File: src/hw/rtl/sss_pkg.sv
// ----------------------------------------------------------------------------
// sss_pkg: shared types and constants of the seven-segment scan shifter
// Holds the store geometry, operation and register codes, the segment code
// table and the status bundle of the decimal converter.
// ----------------------------------------------------------------------------
package sss_pkg;

    // Store geometry: groups of four digits, one segment byte per digit.
    localparam int GROUP_COUNT      = 8;
    localparam int DIGITS_PER_GROUP = 4;
    localparam int SEG_W            = 8;
    localparam int ROW_W            = DIGITS_PER_GROUP * SEG_W;
    localparam int GRP_W            = (GROUP_COUNT > 1) ? $clog2(GROUP_COUNT) : 1;
    localparam int DIG_W            = 2;
    localparam int BIT_W            = 3;

    // Field widths of a transaction.
    localparam int OP_W    = 2;
    localparam int GROUP_W = 3;
    localparam int VALUE_W = 16;

    // Converter: five BCD digits cover a 16-bit value.
    localparam int BCD_DIGITS = 5;
    localparam int BCD_W      = BCD_DIGITS * 4;
    localparam int BCNT_W     = $clog2(VALUE_W);

    // Configuration port.
    localparam int CFG_IDX_W  = 1;
    localparam int CFG_DATA_W = 3;

    typedef enum logic [CFG_IDX_W-1:0] {
        CFG_VOLTAGE_LED_GROUP = 1'b0,
        CFG_BATTERY_LED_GROUP = 1'b1
    } t_cfg_idx;

    localparam logic [CFG_DATA_W-1:0] VOLTAGE_LED_RESET = 3'd6;
    localparam logic [CFG_DATA_W-1:0] BATTERY_LED_RESET = 3'd7;

    typedef enum logic [OP_W-1:0] {
        OP_NUMBER = 2'd0,
        OP_LED    = 2'd1,
        OP_TICK   = 2'd2,
        OP_NONE   = 2'd3
    } t_op;

    // Status handed from the decimal converter to the control logic.
    typedef struct packed {
        logic                                 done;
        logic [DIGITS_PER_GROUP-1:0][3:0]     digits;
    } t_bcd_status;

    // Common-anode segment code of one decimal digit.
    function automatic logic [SEG_W-1:0] seg_code(input logic [3:0] digit);
        logic [SEG_W-1:0] code;
        case (digit)
            4'd0:    code = 8'hc0;
            4'd1:    code = 8'hf9;
            4'd2:    code = 8'ha4;
            4'd3:    code = 8'hb0;
            4'd4:    code = 8'h99;
            4'd5:    code = 8'h92;
            4'd6:    code = 8'h82;
            4'd7:    code = 8'hf8;
            4'd8:    code = 8'h80;
            4'd9:    code = 8'h90;
            default: code = 8'hff;
        endcase
        return code;
    endfunction

endpackage

File: src/hw/rtl/sss_bcd.sv
// ----------------------------------------------------------------------------
// sss_bcd: bit-serial binary to decimal converter
// Shift-and-add-three conversion of a 16-bit value, one bit per cycle. The
// lowest four decimal digits (the value modulo 10000) are reported.
// ----------------------------------------------------------------------------
module sss_bcd (
    input  logic                          i_clk,
    input  logic                          i_rst_n,
    input  logic                          i_start,
    input  logic [sss_pkg::VALUE_W-1:0]   i_value,
    output sss_pkg::t_bcd_status          o_status
);
    import sss_pkg::*;

    logic                r_run;
    logic [BCNT_W-1:0]   r_cnt;
    logic                r_done;
    logic [VALUE_W-1:0]  r_bin;
    logic [BCD_W-1:0]    r_bcd;
    logic [BCD_W-1:0]    n_adj;

    // Add three to every digit of five or more before the next shift.
    always_comb begin
        for (int i = 0; i < BCD_DIGITS; i++) begin
            n_adj[i*4 +: 4] = (r_bcd[i*4 +: 4] >= 4'd5) ? r_bcd[i*4 +: 4] + 4'd3
                                                        : r_bcd[i*4 +: 4];
        end
    end

    // Control: run until every input bit is shifted in, then pulse done.
    always_ff @(posedge i_clk) begin
        if (!i_rst_n) begin
            r_run  <= 1'b0;
            r_cnt  <= '0;
            r_done <= 1'b0;
        end else begin
            r_done <= r_run && (r_cnt == BCNT_W'(VALUE_W - 1));
            if (i_start) begin
                r_run <= 1'b1;
                r_cnt <= '0;
            end else if (r_run) begin
                r_cnt <= r_cnt + 1'b1;
                if (r_cnt == BCNT_W'(VALUE_W - 1)) begin
                    r_run <= 1'b0;
                end
            end
        end
    end

    // Datapath: the binary word shifts out MSB first into the decimal word.
    always_ff @(posedge i_clk) begin
        if (i_start) begin
            r_bin <= i_value;
            r_bcd <= '0;
        end else if (r_run) begin
            r_bin <= {r_bin[VALUE_W-2:0], 1'b0};
            r_bcd <= {n_adj[BCD_W-2:0], r_bin[VALUE_W-1]};
        end
    end

    assign o_status.done   = r_done;
    assign o_status.digits = r_bcd[DIGITS_PER_GROUP*4-1:0];

endmodule

File: src/hw/rtl/seven_segment_scan_shifter.sv
// ----------------------------------------------------------------------------
// seven_segment_scan_shifter: multiplexed seven-segment display driver
// Keeps the segment bytes of eight four-digit groups and, on each refresh
// tick, shifts the current scan digit of every group into an external chain.
//
//   Channel   Handshake              Payload
//   command   start / busy           i_operation, i_group, i_value
//   result    o_strobe               o_serial_bit, o_last, o_digit_on
//   config    i_cfg_we               i_cfg_idx, i_cfg_data
//
// A refresh tick first reads the first store row, then shifts out the scan
// digit byte of every group, the chain being fed a bit at a time from the
// shift register. A number write waits for the converter, which takes one
// input bit per cycle; an LED word write writes the voltage and battery rows.
// Reset is synchronous; it clears the store through per-group valid bits,
// the scan digit and the control registers. The receiver cannot stall results.
// ----------------------------------------------------------------------------
module seven_segment_scan_shifter (
    input  logic                             i_clk,
    input  logic                             i_rst_n,
    input  logic                             start,
    output logic                             busy,
    input  logic [sss_pkg::OP_W-1:0]         i_operation,
    input  logic [sss_pkg::GROUP_W-1:0]      i_group,
    input  logic [sss_pkg::VALUE_W-1:0]      i_value,
    input  logic                             i_cfg_we,
    input  logic [sss_pkg::CFG_IDX_W-1:0]    i_cfg_idx,
    input  logic [sss_pkg::CFG_DATA_W-1:0]   i_cfg_data,
    output logic                             o_strobe,
    output logic                             o_serial_bit,
    output logic                             o_last,
    output logic [sss_pkg::DIG_W-1:0]        o_digit_on
);
    import sss_pkg::*;

    typedef enum logic [3:0] {
        ST_IDLE   = 4'b0001,
        ST_BCD    = 4'b0010,
        ST_LED_HI = 4'b0100,
        ST_SHIFT  = 4'b1000
    } t_state;

    t_state                 r_state, n_state;
    logic [CFG_DATA_W-1:0]  r_volt_grp;
    logic [CFG_DATA_W-1:0]  r_batt_grp;
    logic [DIG_W-1:0]       r_scan;
    logic [GRP_W-1:0]       r_grp;
    logic [BIT_W-1:0]       r_k;
    logic [GRP_W-1:0]       r_wgrp;
    logic [SEG_W-1:0]       r_hi_byte;
    logic [SEG_W-1:0]       r_shift;
    logic [GROUP_COUNT-1:0] r_valid;
    logic [ROW_W-1:0]       r_mem [GROUP_COUNT];
    logic [ROW_W-1:0]       r_rdata;
    logic                   r_rd_valid;
    logic                   r_strobe;
    logic                   r_serial_bit;
    logic                   r_last;
    logic [DIG_W-1:0]       r_digit_on;

    logic                   accept;
    logic                   bcd_start;
    t_bcd_status            bcd_status;
    logic                   wr_en;
    logic [GRP_W-1:0]       wr_addr;
    logic [ROW_W-1:0]       wr_data;
    logic                   rd_en;
    logic [GRP_W-1:0]       rd_addr;
    logic                   shifting;
    logic                   fin;
    logic [SEG_W-1:0]       cur_byte;
    logic                   grp_ok;
    logic                   volt_ok;
    logic                   batt_ok;

    assign busy     = (r_state != ST_IDLE);
    assign accept   = start && !busy;
    assign grp_ok   = (32'(i_group) < GROUP_COUNT);
    assign volt_ok  = (32'(r_volt_grp) < GROUP_COUNT);
    assign batt_ok  = (32'(r_batt_grp) < GROUP_COUNT);
    assign shifting = (r_state == ST_SHIFT);
    assign fin      = shifting && (r_k == BIT_W'(SEG_W - 1))
                      && (r_grp == GRP_W'(GROUP_COUNT - 1));

    assign bcd_start = accept && (t_op'(i_operation) == OP_NUMBER) && grp_ok;

    sss_bcd u_bcd (
        .i_clk    (i_clk),
        .i_rst_n  (i_rst_n),
        .i_start  (bcd_start),
        .i_value  (i_value),
        .o_status (bcd_status)
    );

    // Byte for the bit now going out: a new row byte at the start of a group.
    always_comb begin
        if (r_k == '0) begin
            cur_byte = r_rd_valid ? r_rdata[r_scan*SEG_W +: SEG_W] : '0;
        end else begin
            cur_byte = r_shift;
        end
    end

    // Store write and read ports, and next-state logic.
    always_comb begin
        n_state = r_state;
        wr_en   = 1'b0;
        wr_addr = r_wgrp;
        wr_data = '0;
        rd_en   = 1'b0;
        rd_addr = '0;
        case (r_state)
            ST_IDLE: begin
                if (accept) begin
                    case (t_op'(i_operation))
                        OP_NUMBER: begin
                            if (grp_ok) begin
                                n_state = ST_BCD;
                            end
                        end
                        OP_LED: begin
                            wr_en   = volt_ok;
                            wr_addr = GRP_W'(r_volt_grp);
                            wr_data = {DIGITS_PER_GROUP{i_value[SEG_W-1:0]}};
                            n_state = ST_LED_HI;
                        end
                        OP_TICK: begin
                            rd_en   = 1'b1;
                            rd_addr = '0;
                            n_state = ST_SHIFT;
                        end
                        default: begin
                            n_state = ST_IDLE;
                        end
                    endcase
                end
            end
            ST_BCD: begin
                if (bcd_status.done) begin
                    wr_en   = 1'b1;
                    wr_addr = r_wgrp;
                    for (int d = 0; d < DIGITS_PER_GROUP; d++) begin
                        wr_data[d*SEG_W +: SEG_W] = seg_code(bcd_status.digits[d]);
                    end
                    n_state = ST_IDLE;
                end
            end
            ST_LED_HI: begin
                wr_en   = batt_ok;
                wr_addr = GRP_W'(r_batt_grp);
                wr_data = {DIGITS_PER_GROUP{r_hi_byte}};
                n_state = ST_IDLE;
            end
            ST_SHIFT: begin
                // Prefetch the next group's row while this byte shifts out.
                if (r_k == '0) begin
                    rd_en   = 1'b1;
                    rd_addr = r_grp + 1'b1;
                end
                if (fin) begin
                    n_state = ST_IDLE;
                end
            end
            default: begin
                n_state = ST_IDLE;
            end
        endcase
    end

    // Segment store: one row per group, registered read.
    always_ff @(posedge i_clk) begin
        if (wr_en) begin
            r_mem[wr_addr] <= wr_data;
        end
        if (rd_en) begin
            r_rdata <= r_mem[rd_addr];
        end
    end

    // Control state, valid bits, configuration registers, scan counters and strobe.
    always_ff @(posedge i_clk) begin
        if (!i_rst_n) begin
            r_state    <= ST_IDLE;
            r_valid    <= '0;
            r_rd_valid <= 1'b0;
            r_scan     <= '0;
            r_grp      <= '0;
            r_k        <= '0;
            r_strobe   <= 1'b0;
            r_volt_grp <= VOLTAGE_LED_RESET;
            r_batt_grp <= BATTERY_LED_RESET;
        end else begin
            r_state  <= n_state;
            r_strobe <= shifting;
            if (wr_en) begin
                r_valid[wr_addr] <= 1'b1;
            end
            if (rd_en) begin
                r_rd_valid <= r_valid[rd_addr];
            end
            if (i_cfg_we) begin
                case (t_cfg_idx'(i_cfg_idx))
                    CFG_VOLTAGE_LED_GROUP: r_volt_grp <= i_cfg_data;
                    CFG_BATTERY_LED_GROUP: r_batt_grp <= i_cfg_data;
                    default:               r_volt_grp <= r_volt_grp;
                endcase
            end
            if (accept) begin
                r_grp <= '0;
                r_k   <= '0;
            end else if (shifting) begin
                r_k <= r_k + 1'b1;
                if (r_k == BIT_W'(SEG_W - 1)) begin
                    r_grp <= r_grp + 1'b1;
                end
                if (fin) begin
                    r_scan <= r_scan + 1'b1;
                end
            end
        end
    end

    // Payload registers: transaction capture and the output bit stage.
    always_ff @(posedge i_clk) begin
        if (accept) begin
            r_wgrp    <= GRP_W'(i_group);
            r_hi_byte <= i_value[VALUE_W-1:SEG_W];
        end
        if (shifting) begin
            r_shift      <= {cur_byte[SEG_W-2:0], 1'b0};
            r_serial_bit <= cur_byte[SEG_W-1];
            r_last       <= fin;
            r_digit_on   <= fin ? r_scan : '0;
        end
    end

    assign o_strobe     = r_strobe;
    assign o_serial_bit = r_serial_bit;
    assign o_last       = r_last;
    assign o_digit_on   = r_digit_on;

endmodule
File: config.mk
export PLATFORM = sky130hd
export DESIGN_NAME = seven_segment_scan_shifter
export DESIGN_NICKNAME = d
export VERILOG_FILES = /design/src/hw/rtl/sss_pkg.sv /design/src/hw/rtl/sss_bcd.sv /design/src/hw/rtl/seven_segment_scan_shifter.sv
export SDC_FILE = /design/constraint.sdc
export NUM_CORES = 1
export LEC_CHECK = 0
export BUFFER_PORTS_ARGS = -buffer_cell sky130_fd_sc_hd__buf_2
export CAP_MARGIN = 10
export CORE_MARGIN = 3
export CORE_UTILIZATION = 40
export CTS_BUF_LIST = sky130_fd_sc_hd__clkbuf_8
export DETAILED_ROUTE_END_ITERATION = 6
export PLACE_DENSITY = 0.63
export SLEW_MARGIN = 20
export SYNTH_ARGS = -nofsm -noshare
export SYNTH_HDL_FRONTEND = slang
export SYNTH_SLANG_ARGS = --single-unit
File: constraint.sdc
create_clock -name i_clk -period 5.9 [get_ports i_clk]
set_clock_uncertainty 0.2 [all_clocks]
set_input_delay 0.885 -clock i_clk [delete_from_list [all_inputs] [get_ports i_clk]]
set_output_delay 0.885 -clock i_clk [all_outputs]
set_load 0.02 [all_outputs]
; ---- Word-level counts from Yosys, hierarchy flattened
; Memories as Yosys holds them, arrays and structs flattened. A register that Yosys moved wholly into a read port is not among the register bits.
; Cells that the tools add are included.
[op_classes]
add_sub_neg = 9
order_cmp = 8
eq_ne = 13
shift = 1
muxes = 48
bitwise_logic = 4
n_reduce_logical = 18
[ops]
columns = operator, count
row1 = 32-bit two-way mux, 3
row2 = 32-bit case mux with 3 select lines, 1
row3 = 4-bit two-way mux, 15
row4 = 16-bit two-way mux, 2
row5 = 32-bit by 6-bit variable part select with 8-bit output, 1
row6 = 4-bit case mux with 3 select lines, 2
row7 = 4-bit by 3-bit >= comparator with 1-bit output (second input constant), 5
row8 = 4-bit by 2-bit adder with 4-bit output (second input constant), 4
row9 = 8-bit two-way mux, 2
row10 = 3-bit two-way mux, 5
row11 = 1-bit two-way mux, 13
row12 = 4-bit == test (second input constant), 2
row13 = 3-bit by 4-bit less-than comparator with 1-bit output (second input constant), 2
row14 = 8-bit OR, 1
row15 = 2-bit AND reduction, 4
row16 = 3-bit by 1-bit adder with 3-bit output (second input constant), 2
row17 = 3-bit == test (second input constant), 2
row18 = 1-bit logical AND, 6
row19 = 3-bit case mux with 2 select lines, 1
row20 = 3-bit AND reduction, 2
row21 = 4-bit by 1-bit adder with 4-bit output (second input constant), 1
row22 = 4-bit by 1-bit == test with 1-bit output (second input constant), 1
row23 = 4-bit by 2-bit == test with 1-bit output (second input constant), 1
row24 = 4-bit by 3-bit == test with 1-bit output (second input constant), 1
row25 = 18 further kinds, 22
[word_totals]
reg_bits = 92
mem_bits_rw = 256
romBits = 448
input_bits = 29
out_inout_bits = 6
wordCells = 127
n_memories = 5
[memory_table]
columns = memory, depth, width, rd, rd_clocked_by_memory_dff, write_ports, line
row1 = r_mem, 8, 32, 1, 1, 1, seven_segment_scan_shifter.sv:53  ; logic [ROW_W-1:0] r_mem [GROUP_COUNT];
row2 = (name not given), 16, 7, 1, 1, 0, sss_pkg.sv:55  ; case (digit)
row3 = (name not given), 16, 7, 1, 1, 0, sss_pkg.sv:55
row4 = (name not given), 16, 7, 1, 1, 0, sss_pkg.sv:55
row5 = (name not given), 16, 7, 1, 1, 0, sss_pkg.sv:55

; ---- Logic depth before layout (Yosys ltp)
[depth]
ltp_word = 10
ltp_mapped = 11
mapped_depth_nobuf = 11

; ---- Cells and area by module
; From an unflattened synthesis, not the netlist that was laid out.
[unflattened]
hier_cells = 1024
hier_area_um2 = 14891.8
[by_module_without_submodules]
columns = module, n_inst, cells_per_inst, area_each_um2, seq_area_each_um2
row1 = seven_segment_scan_shifter, 1, 845, 13001.2, 9058.7
row2 = sss_bcd, 1, 179, 1890.6, 920.9

; ---- Least setup slack after synthesis
; Ideal clock, no wire load.
[synth_timing]
path_type = in2reg
start = input port i_operation[1] (netlist name)
end = memory r_mem[0][0] (netlist name) (enable)
setup_ns = 0.454
arrival_time_ns = 3.670
t_required_ns = 5.246
setup_slack_ns = 1.577
cell_stages = 5
path_buffers = 1
cell_sequence = nand3b_1 > nor2_4 > buf_6 > a211o_1 > nor3_1
[synth_via]
elab_chain_cells = 6
elab_cells_between_ends = 9
classes_between = 1 x eq/ne / 8 x mux
[synth_lines]
columns = item, line
row1 = start: declaration, seven_segment_scan_shifter.sv:23  ; input logic [sss_pkg::OP_W-1:0] i_operation,
row2 = 2-bit by 1-bit == test with 1-bit output (*), seven_segment_scan_shifter.sv:115  ; case (t_op'(i_operation))
row3 = 1-bit two-way mux, seven_segment_scan_shifter.sv:115
row4 = 1-bit two-way mux, seven_segment_scan_shifter.sv:114  ; if (accept) begin
row5 = 1-bit case mux with 3 select lines, seven_segment_scan_shifter.sv:112  ; case (r_state)
row6 = 1-bit two-way mux, seven_segment_scan_shifter.sv:172  ; if (wr_en) begin
row7 = 1-bit two-way mux (implied by the code), seven_segment_scan_shifter.sv:173  ; r_mem[wr_addr] <= wr_data;
row8 = end: declaration, seven_segment_scan_shifter.sv:53
; Mark *: on every way between the ends. The rest lies on a longest branch, timed or not.

; ---- Worst setup path in the final report
[layout_timing]
start = register r_grp[0]
end = register r_rdata[28] (read register of r_mem) (data pin)
[layout_via]
elab_chain_cells = 3
[layout_lines]
columns = item, line
row1 = start: declaration, seven_segment_scan_shifter.sv:47  ; logic [GRP_W-1:0] r_grp;
row2 = start signal: assignment, seven_segment_scan_shifter.sv:214  ; r_grp <= r_grp + 1'b1;
row3 = 3-bit by 1-bit adder with 3-bit output, seven_segment_scan_shifter.sv:158  ; rd_addr = r_grp + 1'b1;
row4 = 3-bit two-way mux, seven_segment_scan_shifter.sv:156  ; if (r_k == '0) begin
row5 = 3-bit two-way mux, -
row6 = end: declaration, seven_segment_scan_shifter.sv:54  ; logic [ROW_W-1:0] r_rdata;
; No other way between the ends.
; A chain may end at the register's enable or synchronous reset.

==> summary.md <==
| Metric | Value |
|---|---|
| Crit Path Max Fanout | 34 |
| Area Growth Syn to Fin | 11.9% |
| Crit Reg-Reg Endpoint | r_rdata[28] |
| Syn. warnings | 0 |
| WL/cell | 19.0 um |
| Height of the chip | 204 um |
| Post CTS Setup Buffer Count | 0 |
| Die Wd | 204 um |
| Fin crit period | 3770 ps |
| Die area | 41700 um^2 |
| Cell area after synthesis | 15700 um^2 |
| Status | complete, no violations |
| RSZ-0062 raised after global routing | false |
| Hold Crit Class | flip-flop to flip-flop |
| IO buf count | 34 |
| Max-slew violations | 0 |
| Drt first pass iters | 6 |
| Post-CTS Hold Buffers | 0 |
| Core area | 38200 um^2 |
| Cells after synthesis | 1135 |
| Routed Antenna Nets | 0 |
| CTS buffer count | 59 |
| Vias in the first global route | 9423 |
| P_leak | 6.34 nW |
| Final hold violations | 0 |
| Register bit total from synthesis | 377 |
| Synth area leader | edfxtp_1 |
| Syn_area_per_cell | 13.9 um^2 |
| Main synth FF type | edfxtp_1 |
| WP data arrival | 3980 ps |
| Nets | 1257 |
| HPWL after DPL | 21.7 mm |
| Ratio of cells with drive above 1 in the final layout | 0.176 |
| CP bufs+invs | 1 |
| CTS H-tree lvls | 2 |
| CTS tree | done |
| Gp weighted congestion | 0.806 |
| Slew headroom | 0.313 |
| Final setup violation count | 0 |
| Most frequent cells in the layout | 299 x edfxtp_1, 206 x nand2_1, 77 x dfxtp_1 |
| Initial Util | 0.412 |
| Clock Tree Buf Depth | 3 |
| Crit end category | flip-flop |
| CP Class | flip-flop to flip-flop |
| Io pins | 35 |
| DRC viols | 0 |
| Crit-path max cell delay | 940 ps |
| Hold Startpoint | r_valid[4] |
| Critical Path RT | 6110 ps |
| Worst vdd ir | 0.183 mV |
| Async set or reset register ratio after synthesis | 0 |
| N_diodes | 0 |
| Root Driver | clkbuf_8 |
| Cell variety after synth | 65 |
| CP cell instances | ha_1 -> clkinv_1 -> nand2_2 -> o22ai_1 -> a32oi_1 |
| Max Cap Viol | 0 |
| CP max-delay cell | nand2_2 |
| Worst Hold End | r_valid[4] |
| Register area share after synthesis | 0.670 |
| Number of flops mapped to enable cells by yosys | 299 |
| Delay-heaviest family, CP | simple AND/OR/NAND/NOR gates |
| Pwr/cell area | 336 nW/um^2 |
| Commonest non-fill, non-tap cell in the layout | edfxtp_1 |
| Crit share post-route | 0.638 |
| Hold Path Depth | 1 |
| Via density | 5.22 |
| Share of the synthesized area in the top cell type | 0.571 |
| RR Startpoint | r_grp[0] |
| Flop2flop setup slack | 2130 ps |
| FF-to-FF path depth | 5 |
| Clk Latency, worst-skew pair | 610 ps |
| Synthesized net count | 1198 |
| Rows | 71 |
| Fillers | 3447 |
| Hold Slack | 261 ps |
| Total track usage | 0.162 |
| Iteration-0 DRC Markers | 557 |
| Clk sink count | 377 |
| Launch point of the worst path | r_grp[0] |
| First-pass GRT wire length | 53.1 mm |
| Worst slew pin tran | 1030 ps |
| F_max | 266 MHz |
| Final wirelength | 33.2 mm |
| Startpoint Class | flip-flop |
| Largest net degree at the start of global routing | 45 |
| Via Count | 9149 |
| Synth area leaders | edfxtp_1 57%, dfxtp_1 9.9%, mux4_2 5.3%, nand2_1 4.9%, ha_1 2.7% |
| Total power | 0.00591 W |
| Clock transition at path regs | 60 ps |
| Setup_tns | 0 ps |
| Resized Gates After CTS | 0 |
| Initial antenna violation count | 0 |
| Grt ovf | 0 |
Yosys cell counts, drive strengths merged (3+ instances only):
master   count
a211o        8
a211oi       3
a21boi       7
a21o         3
a21oi       35
a221o        3
a22oi        9
a2bb2oi      7
a311o        3
a31oi        5
a32oi       29
and2        17
and3         6
buf         18
clkbuf      40
dfxtp       78
edfxtp     299
ha          34
inv         33
mux2        29
mux2i       14
mux4        37
nand2      207
nand2b      13
nand3       28
nand3b       5
nor2        32
nor2b       10
nor3        20
nor4b        4
o21a        13
o21ai       20
o22ai       30
or3b         3
xnor2        5
xor2         5
area by class of cell:
class | count | area, um^2 | share of cell area
timing repair buffer | 56 | 335 | 0.0191
sequential | 377 | 10500 | 0.599
inverter | 33 | 124 | 0.00704
clock buffer | 61 | 840 | 0.0477
tap | 511 | 639 | 0.0363
clock inverter | 49 | 251 | 0.0143
multi-input combinational | 667 | 4860 | 0.276
sequential cells by signal, indices dropped and copies added (netlist names), 7 cells and up, named ones only:
| register | count |
|---|---|
| r_shift | 7 |
| r_valid | 8 |
| r_rdata | 29 |
| u_bcd.r_bcd | 16 |
| u_bcd.r_bin | 16 |
| r_hi_byte | 8 |
| r_mem | 232 |
worst max path at each step:
stage                        endpoint  slack, ps  cells past startpoint
after floorplan           r_mem[0][0]       1580                      5
final                     r_rdata[28]       2130                      5
after detailed placement   r_rdata[2]       1770                      5
after global routing       r_rdata[5]       1760                      5
after global placement    r_rdata[26]       2060                      5
after CTS                  r_rdata[2]       1750                      5
per-stage QoR:
stage | utilization | cells | setup slack (ps) | cell area (um^2)
floorplan | - | 1135 | 1580 | 15700
global placement | 0.432 | 1644 | 2060 | 16500
detailed placement | 0.432 | 1644 | 1770 | 16500
CTS | 0.461 | 1754 | 1750 | 17600
global route | 0.461 | 1754 | 1760 | 17600
finish | 0.461 | 1754 | 2130 | 17600
where the power goes:
part	internal, W	switching (W)
clock network	0.00104	0.000969
logic	0.000306	0.000449
registers	0.00304	0.000104
total	0.00439	0.00152
layer usage:
metal	vias up	routed length, um	track usage
met5	-	0	0
met4	0	853	0.0496
met3	53	1290	0.0256
met2	197	16400	0.276
met1	4488	14700	0.215
li1	4411	-	-
kinds of logic (layout without fill, tap and decap cells):
kind of cell    count (synthesis)  in the layout  synth area share
flops                         377            377             0.670
fa+ha+maj                      34             34            0.0271
mux                            80             80            0.0827
compound gates                189            189            0.0851
simple gates                  354            354             0.106
buf+inv                        91            199            0.0234
xor+xnor                       10             10           0.00557
Power figures use the tool's default switching activity.
